[src/hw/rtl/pvr_pkg.sv]
// Package for the polygon vertex rotator: widths, register codes, CORDIC tables.
// Used by polygon_vertex_rotator_top.
package pvr_pkg;
    localparam int MAX_POINTS_DEF   = 32;
    localparam int ANGLE_BITS_DEF   = 16;
    localparam int CORDIC_STEPS_DEF = 16;

    localparam int CFG_IDX_W  = 2;
    localparam int CFG_DATA_W = 16;
    localparam logic [CFG_IDX_W-1:0] REG_NUM_POINTS    = 2'd0;
    localparam logic [CFG_IDX_W-1:0] REG_RADIUS        = 2'd1;
    localparam logic [CFG_IDX_W-1:0] REG_START_HEADING = 2'd2;

    localparam logic [29:0] GAIN_Q30 = 30'd652032874;

    function automatic logic signed [35:0] atan_lookup(input logic [4:0] idx);
        logic signed [35:0] v;
        case (idx)
            5'd0:  v = 36'sh020000000;
            5'd1:  v = 36'sh012E4051E;
            5'd2:  v = 36'sh009FB385B;
            5'd3:  v = 36'sh0051111D4;
            5'd4:  v = 36'sh0028B0D43;
            5'd5:  v = 36'sh00145D7E1;
            5'd6:  v = 36'sh000A2F61E;
            5'd7:  v = 36'sh000517C55;
            5'd8:  v = 36'sh00028BE53;
            5'd9:  v = 36'sh000145F2F;
            5'd10: v = 36'sh0000A2F98;
            5'd11: v = 36'sh0000517CC;
            5'd12: v = 36'sh000028BE6;
            5'd13: v = 36'sh0000145F3;
            5'd14: v = 36'sh00000A2FA;
            5'd15: v = 36'sh00000517D;
            5'd16: v = 36'sh0000028BE;
            5'd17: v = 36'sh00000145F;
            5'd18: v = 36'sh000000A30;
            5'd19: v = 36'sh000000518;
            5'd20: v = 36'sh00000028C;
            5'd21: v = 36'sh000000146;
            5'd22: v = 36'sh0000000A3;
            5'd23: v = 36'sh000000051;
            default: v = '0;
        endcase
        return v;
    endfunction
endpackage

[src/hw/rtl/polygon_vertex_rotator_top.sv]
// Polygon vertex rotator: a single CORDIC datapath stepped by a small sequencer.
// After an update transfer, each vertex passes a restoring divide for its angle offset,
// the CORDIC rotation steps, a state of rounding, fold and saturation, and an output state.
// During an update the input is not ready until the last vertex has been taken; a rotate
// is accepted in idle, where it adds its delta to the heading.
// Reset (synchronous, active low) restores register defaults and heading zero.
module polygon_vertex_rotator_top #(
    parameter int MAX_POINTS   = pvr_pkg::MAX_POINTS_DEF,
    parameter int ANGLE_BITS   = pvr_pkg::ANGLE_BITS_DEF,
    parameter int CORDIC_STEPS = pvr_pkg::CORDIC_STEPS_DEF
) (
    input  logic        i_clk,
    input  logic        i_rst_n,
    input  logic        i_cfg_we,
    input  logic [pvr_pkg::CFG_IDX_W-1:0]  i_cfg_idx,
    input  logic [pvr_pkg::CFG_DATA_W-1:0] i_cfg_data,
    input  logic        s_axis_tvalid,
    output logic        s_axis_tready,
    // tdata: heading_delta[15:0], pos_x[31:16], pos_y[47:32]
    input  logic [47:0] s_axis_tdata,
    // tuser: mode
    input  logic        s_axis_tuser,
    output logic        m_axis_tvalid,
    input  logic        m_axis_tready,
    // tdata: vertex_x[15:0], vertex_y[31:16], vertex_index[36:32], zero fill
    output logic [39:0] m_axis_tdata,
    output logic        m_axis_tlast
);
    import pvr_pkg::*;

    localparam int SW  = $clog2(CORDIC_STEPS + 1);
    localparam int DW  = $clog2(ANGLE_BITS + 2);
    localparam int ACC = 36;

    localparam logic [2:0] ST_IDLE = 3'd0, ST_DIV = 3'd1, ST_ITER = 3'd2,
                           ST_FIN = 3'd3, ST_OUT = 3'd4;

    logic [2:0]  r_state, n_state;
    logic [5:0]  r_num_points;
    logic [13:0] r_radius;
    logic [ANGLE_BITS-1:0] r_heading;
    logic [5:0]  r_n;
    logic [5:0]  r_vidx;
    logic signed [15:0] r_px, r_py;
    // divide: (i << ANGLE_BITS) / n, one quotient bit a cycle
    logic [5:0]  r_rem;
    logic [ANGLE_BITS+5:0] r_dnum;
    logic [ANGLE_BITS-1:0] r_quo;
    logic [DW-1:0] r_dcnt;
    // CORDIC
    logic signed [ACC-1:0] r_x, r_y, r_z;
    logic [1:0]  r_q;
    logic [SW-1:0] r_step;
    logic signed [15:0] r_ox, r_oy;
    logic [4:0] r_oidx;
    logic r_olast, r_ovalid;

    logic [5:0] n_clamp;
    logic [6:0] rem_sh;
    logic [ANGLE_BITS-1:0] ang;
    logic [31:0] ang32;
    logic signed [ACC-1:0] dx, dy, atn, xr, yr, fx, fy;
    logic signed [19:0] sx, sy;
    logic [43:0] rk;

    // clamp configured point count
    always_comb begin
        n_clamp = r_num_points;
        if (n_clamp < 6'd3) n_clamp = 6'd3;
        if (32'(n_clamp) > MAX_POINTS) n_clamp = 6'(MAX_POINTS);
        if (n_clamp > 6'd32) n_clamp = 6'd32;
    end

    assign rem_sh = {r_rem, r_dnum[ANGLE_BITS+5]};
    assign ang    = r_heading + r_quo;
    assign ang32  = 32'(ang) << (32 - ANGLE_BITS);
    assign rk     = 44'(r_radius) * 44'(GAIN_Q30);
    assign dx     = r_y >>> r_step;
    assign dy     = r_x >>> r_step;
    assign atn    = atan_lookup(5'(r_step));
    assign xr     = (r_x + ACC'(32768)) >>> 16;
    assign yr     = (r_y + ACC'(32768)) >>> 16;

    // quadrant fold and offset
    always_comb begin
        unique case (r_q)
            2'd1:    begin fx = -yr; fy = xr;  end
            2'd2:    begin fx = -xr; fy = -yr; end
            2'd3:    begin fx = yr;  fy = -xr; end
            default: begin fx = xr;  fy = yr;  end
        endcase
        sx = 20'(fx) + 20'(r_px);
        sy = 20'(fy) + 20'(r_py);
    end

    function automatic logic signed [15:0] sat16(input logic signed [19:0] v);
        if (v > 20'sd32767) return 16'sh7FFF;
        if (v < -20'sd32768) return 16'sh8000;
        return v[15:0];
    endfunction

    assign s_axis_tready = (r_state == ST_IDLE);
    assign m_axis_tvalid = r_ovalid;
    assign m_axis_tdata  = {3'b0, r_oidx, r_oy, r_ox};
    assign m_axis_tlast  = r_olast;

    always_comb begin
        n_state = r_state;
        unique case (r_state)
            ST_IDLE: if (s_axis_tvalid && s_axis_tuser) n_state = ST_DIV;
            ST_DIV:  if (r_dcnt == DW'(ANGLE_BITS + 5)) n_state = ST_ITER;
            ST_ITER: if (r_step == SW'(CORDIC_STEPS - 1)) n_state = ST_FIN;
            ST_FIN:  n_state = ST_OUT;
            ST_OUT:  if (m_axis_tready)
                         n_state = (r_olast) ? ST_IDLE : ST_DIV;
            default: n_state = ST_IDLE;
        endcase
    end

    // sequencer and shared datapath
    always_ff @(posedge i_clk) begin
        if (!i_rst_n) begin
            r_state      <= ST_IDLE;
            r_num_points <= 6'd4;
            r_radius     <= 14'd512;
            r_heading    <= '0;
            r_ovalid     <= 1'b0;
        end else begin
            r_state <= n_state;
            if (i_cfg_we) begin
                unique case (i_cfg_idx)
                    REG_NUM_POINTS:    r_num_points <= i_cfg_data[5:0];
                    REG_RADIUS:        r_radius     <= i_cfg_data[13:0];
                    REG_START_HEADING: r_heading    <= ANGLE_BITS'(i_cfg_data);
                    default: ;
                endcase
            end
            unique case (r_state)
                ST_IDLE: if (s_axis_tvalid) begin
                    if (!s_axis_tuser)
                        r_heading <= r_heading + ANGLE_BITS'($signed(s_axis_tdata[15:0]));
                    else begin
                        r_n    <= n_clamp;
                        r_px   <= s_axis_tdata[31:16];
                        r_py   <= s_axis_tdata[47:32];
                        r_vidx <= '0;
                        r_rem  <= '0;
                        r_dcnt <= '0;
                        r_dnum <= '0;
                    end
                end
                ST_DIV: begin
                    // restoring divide step
                    if (rem_sh >= 7'(r_n)) begin
                        r_rem <= 6'(rem_sh - 7'(r_n));
                        r_quo <= {r_quo[ANGLE_BITS-2:0], 1'b1};
                    end else begin
                        r_rem <= rem_sh[5:0];
                        r_quo <= {r_quo[ANGLE_BITS-2:0], 1'b0};
                    end
                    r_dnum <= r_dnum << 1;
                    r_dcnt <= r_dcnt + 1'b1;
                    if (r_dcnt == DW'(ANGLE_BITS + 5)) begin
                        r_step <= '0;
                        r_x    <= ACC'(rk >> 14);
                        r_y    <= '0;
                        r_z    <= '0;
                    end
                end
                ST_ITER: begin
                    if (r_step == '0) begin
                        r_q <= ang32[31:30];
                        // first step uses z = low 30 bits of the angle
                        r_x <= r_x - dx;
                        r_y <= r_y + dy;
                        r_z <= ACC'({ang32[29:0]}) - atn;
                    end else if (!r_z[ACC-1]) begin
                        r_x <= r_x - dx; r_y <= r_y + dy; r_z <= r_z - atn;
                    end else begin
                        r_x <= r_x + dx; r_y <= r_y - dy; r_z <= r_z + atn;
                    end
                    r_step <= r_step + 1'b1;
                end
                ST_FIN: begin
                    r_ox     <= sat16(sx);
                    r_oy     <= sat16(sy);
                    r_oidx   <= r_vidx[4:0];
                    r_olast  <= (r_vidx + 6'd1 == r_n);
                    r_ovalid <= 1'b1;
                end
                ST_OUT: if (m_axis_tready) begin
                    r_ovalid <= 1'b0;
                    r_vidx   <= r_vidx + 6'd1;
                    r_rem    <= '0;
                    r_dcnt   <= '0;
                    r_dnum   <= (ANGLE_BITS+6)'(r_vidx + 6'd1) << ANGLE_BITS;
                end
                default: ;
            endcase
        end
    end

`ifndef NO_ASSERTIONS
    a_valid_only_out: assert property (@(posedge i_clk) disable iff (!i_rst_n)
        m_axis_tvalid |-> (r_state == ST_OUT)) else $error("valid outside out state");
    a_idx_range: assert property (@(posedge i_clk) disable iff (!i_rst_n)
        m_axis_tvalid |-> (6'(m_axis_tdata[36:32]) < r_n)) else $error("index range");
    a_busy: assert property (@(posedge i_clk) disable iff (!i_rst_n)
        m_axis_tvalid |-> !s_axis_tready) else $error("ready during output");
`endif
endmodule
[config.mk]
export PLATFORM = sky130hd
export DESIGN_NAME = polygon_vertex_rotator_top
export DESIGN_NICKNAME = d
export VERILOG_FILES = /design/src/hw/rtl/pvr_pkg.sv /design/src/hw/rtl/polygon_vertex_rotator_top.sv
export SDC_FILE = /design/constraint.sdc
export NUM_CORES = 2
export LEC_CHECK = 0
export ABC_AREA = 1
export BUFFER_PORTS_ARGS = -buffer_cell sky130_fd_sc_hd__buf_2
export CORE_ASPECT_RATIO = 1.5
export CORE_MARGIN = 2
export CORE_UTILIZATION = 59
export DETAILED_ROUTE_END_ITERATION = 7
export PLACE_DENSITY_LB_ADDON = 0.12
export REMOVE_ABC_BUFFERS = 1
export SETUP_SLACK_MARGIN = 0.02
export SYNTH_ARGS = -nofsm -noshare
export SYNTH_HDL_FRONTEND = slang
export SYNTH_SLANG_ARGS = --single-unit
export TNS_END_PERCENT = 1
[constraint.sdc]
create_clock -name i_clk -period 5.13 [get_ports i_clk]
set_input_delay 0.513 -clock i_clk [delete_from_list [all_inputs] [get_ports i_clk]]
set_output_delay 0.513 -clock i_clk [all_outputs]
set_load 0.05 [all_outputs]
==> summary.md <==
| Metric | Value |
|---|---|
| Relative max-transition margin | 14.3% |
| Cell Int Power | 0.00779 W |
| Crit Path Max Fanout | 4 |
| Cell count after synthesis | 5995 |
| Final core occ | 69.6% |
| Quantity of I/O buffers inserted on ports | 111 |
| Hold path start | s_axis_tdata[37] |
| Mean Syn Cell Area | 6.83 um2 |
| Hold Path End | r_py[5] |
| Final Max Slew Viols | 0 |
| DRT Pass-1 Iters | 7 |
| Inst Count DP | 7305 |
| TritonCTS clock tree | yes |
| Design Area, Final | 48000 um2 |
| Worst-Margin Slew | 1.25 ns |
| Multi-input combinational cell area | 29000 um2 |
| Static Leak | 23.8 nW |
| Worst VDD drop | 0.000330 V |
| Die area | 71600 um2 |
| Max-cap viol count | 0 |
| EDFF count, synth | 230 |
| Gp weighted congestion | 1.07 |
| Total GRT Usage | 42.0% |
| Clk pwr share | 22.0% |
| Synth warn | 0 |
| Final ANT Viol Nets | 0 |
| Final net count | 7123 |
| Worst EP required | 5.49 ns |
| Largest net degree at the start of global routing | 66 |
| DP Wirelength | 120000 um |
| Setup Skew | 0.0220 ns |
| Max Clk Rate | 179 MHz |
| CP Capture Type | register |
| Status | complete, but fails checks |
| Routed vias/inst | 5.89 |
| Final wirelength | 152000 um |
| Clock sinks | 300 |
| DR WL/cell | 20.5 um |
| DR vias | 43540 |
| Max Root-Sink Buffers | 3 |
| Comb power frac | 56.1% |
| Top area cells in the synthesized netlist | edfxtp_1 17%, ha_1 13%, nand2_1 11%, inv_1 9.1%, fa_1 7.9% |
| Die H | 327 um |
| Overflow left after global routing | 0 |
| Setup slack on the worst flop-to-flop path | -0.46 ns |
| RR Endpoint | r_x[25] |
| GR peak layer | met2 |
| R2R depth | 25 |
| Type of the worst setup path | register to register |
| First-pass GRT wire length | 232000 um |
| Final hold vios | 0 |
| Share of post-route cells with drive strength above 1 | 15.1% |
| Vias in the first global route | 43872 |
| Core ar. | 68900 um2 |
| Setup-failing EPs final | 66 |
| Dpl cell area | 45700 um2 |
| Leading area contributor after synthesis | edfxtp_1 |
| Die width | 219 um |
| H-tree depth | 2 |
| Clk_lat worst skew | 0.61 ns |
| Count of cell types in the netlist | 65 |
| Failing checks | negative setup slack |
| Flop pwr share | 21.9% |
| Ports | 115 |
| Tmin final | 5.59 ns |
| Tcrit/Tclk final | 109% |
| Synth top area share | 16.9% |
| WHS Path Cells | 1 |
| 1st-iter DRT viols | 3751 |
| Clk pin slew, worst setup/hold paths | 0.07 ns |
| Register area | 8330 um2 |
| Worst min-delay path class | primary input to register |
| Net Sw Power | 0.00514 W |
| CTS buffer count | 36 |
| Met3 global-route usage | 8.04% |
| FF-to-FF Start | r_radius[7] |
| DRC errors left | 0 |
| Arr. time, crit path | 5.94 ns |
| M2 GR Usage | 74.0% |
| Starting Density | 59.4% |
| Met1 usage | 41.5% |
| Layout overhead on the synthesized area | 17.2% |
| Async SR Flop Fraction | 0% |
| Unrepaired setup endpoints after global routing | true |
| Startpoint types | register |
| Sequential area share after synthesis | 20.3% |
| Initial antenna violation count | 3 |
| Row count | 118 |
| Non-filler cells in the finished layout | 7398 |
| Final worst slack | -0.459 ns |
| Root buffer cell | clkbuf_16 |
| Most used DFF post-synth | edfxtp_1 |
| Mapped cell area | 41000 um2 |
| Fill count | 6131 |
| PwrDens | 269 nW/um2 |
| Worst Hold Slack | 0.0930 ns |
| Sw Share | 39.8% |
| Seq cells post-synth | 300 |
-- kinds of logic (layout without fill, tap and decap cells) --
family / count (synthesis) / count (layout) / synth area share (%)
other: 1 / 5 / 0.00915
muxes: 56 / 56 / 1.37
adders and majority gates: 582 / 582 / 20.7
and+or+nand+nor: 2215 / 2215 / 22.8
AOI/OAI and AO/OA: 1480 / 1480 / 20.1
DFF: 300 / 300 / 20.3
xor gates and xnor gates: 175 / 175 / 3.79
buffers and inverters: 1186 / 1685 / 11.0
-- power by group through the flow --
| stage | registers (W) | logic, W | clock network [W] |
|---|---|---|---|
| after floorplan | 0.00287 | 0.00340 | 0 |
| after global placement | 0.00288 | 0.00585 | 0 |
| after detailed placement | 0.00288 | 0.00595 | 0 |
| after CTS | 0.00283 | 0.00683 | 0.00284 |
| after global routing | 0.00284 | 0.00796 | 0.00292 |
| final | 0.00283 | 0.00725 | 0.00285 |
-- cell type report --
class                           count  share of cell area, %
Tap cell                          900                   2.35
Clock buffer                       44                   2.09
Timing Repair Buffer              620                   9.42
Clock inverter                     21                  0.521
Multi-Input combinational cell   4511                   60.4
Sequential cell                   300                   17.4
Inverter                         1000                   7.82
Antenna cell                        2                 0.0104
-- worst max-delay path, cell delays in order, from the launching register on --
cell      delay, ns
dfxtp_2        0.33
buf_6          0.13
ha_4           0.26
inv_2          0.04
fa_1           0.51
inv_2          0.05
fa_1           0.55
inv_2          0.04
fa_1           0.50
inv_2          0.05
fa_1           0.49
fa_1           0.59
ha_4           0.23
buf_6          0.13
a21oi_4        0.13
inv_2          0.06
a21oi_2        0.18
o21ai_2        0.10
nand3_1        0.10
o211ai_1       0.18
a21oi_2        0.24
o21ai_2        0.11
a21oi_2        0.15
xnor2_1        0.09
nand2_1        0.06
nand2_1        0.05
-- cells in the final DEF, fill, tap and decap left out, types with 54 or more instances in the layout --
cell type / n
buf_2: 111
xor2_1: 128
dfxtp_1: 59
inv_1: 961
edfxtp_1: 230
nor2_1: 536
mux2i_1: 54
nand3_1: 240
buf_4: 488
nand2_1: 1166
a21oi_1: 527
fa_1: 142
o21ai_0: 567
ha_1: 391
-- layer usage --
| metal | up-vias | wire length [um] |
|---|---|---|
| li1 | 20802 | - |
| met1 | 19991 | 50900 |
| met2 | 1957 | 74300 |
| met3 | 788 | 10300 |
| met4 | 2 | 16000 |
| met5 | - | 13 |
-- worst max path at each step --
stage / startpoint / end / slack [ns] / depth (start not counted)
4_1_cts: r_radius[7] / r_x[27] / -0.34 / 24
2_1_floorplan: r_step[0] / r_x[15] / -1.61 / 9
5_1_grt: r_radius[7] / r_x[24] / -0.61 / 25
3_3_place_gp: r_radius[11] / r_x[24] / -0.99 / 22
3_5_place_dp: r_radius[11] / r_x[24] / -1.06 / 22
6_report: r_radius[7] / r_x[25] / -0.46 / 25
-- synthesized netlist by cell type (45+ instances only) --
master and instances:
edfxtp_1 230, inv_1 989, nor2_1 547, nand3_1 242
fa_1 161, mux2i_1 56, ha_1 421, xor2_1 129
a31oi_1 53, nor3_1 56, a21oi_1 553, o21ai_0 597
dfxtp_1 70, nand2_1 1178, xnor2_1 45, nand4_1 49
clkbuf_1 146
-- per-stage QoR --
stage | total power [W] | setup TNS (ns) | worst slack (ns)
global route | 0.0137 | -34.06 | -0.611
detailed placement | 0.00883 | -16.49 | -1.06
finish | 0.0129 | -11.48 | -0.459
floorplan | 0.00628 | -106.00 | -1.61
CTS | 0.0125 | -5.70 | -0.337
global placement | 0.00873 | -14.12 | -0.990
-- what timing repair did --
item | 4_1_cts | 5_1_grt
endpoints found under the setup margin | 55 | 85
hold buffers | 0 | 0
pin swaps | 90 | 25
resized for setup | 206 | 29
setup buffers | 17 | 10
-- flip-flops by register name, indices dropped and copies added (netlist names), 16 cells and up --
name / count
r_px: 16
r_y: 36
r_py: 16
r_heading: 16
r_quo: 16
atn: 30
r_oy: 16
r_x: 36
r_ox: 16
r_z: 36
(Power assumes the default switching activity.)
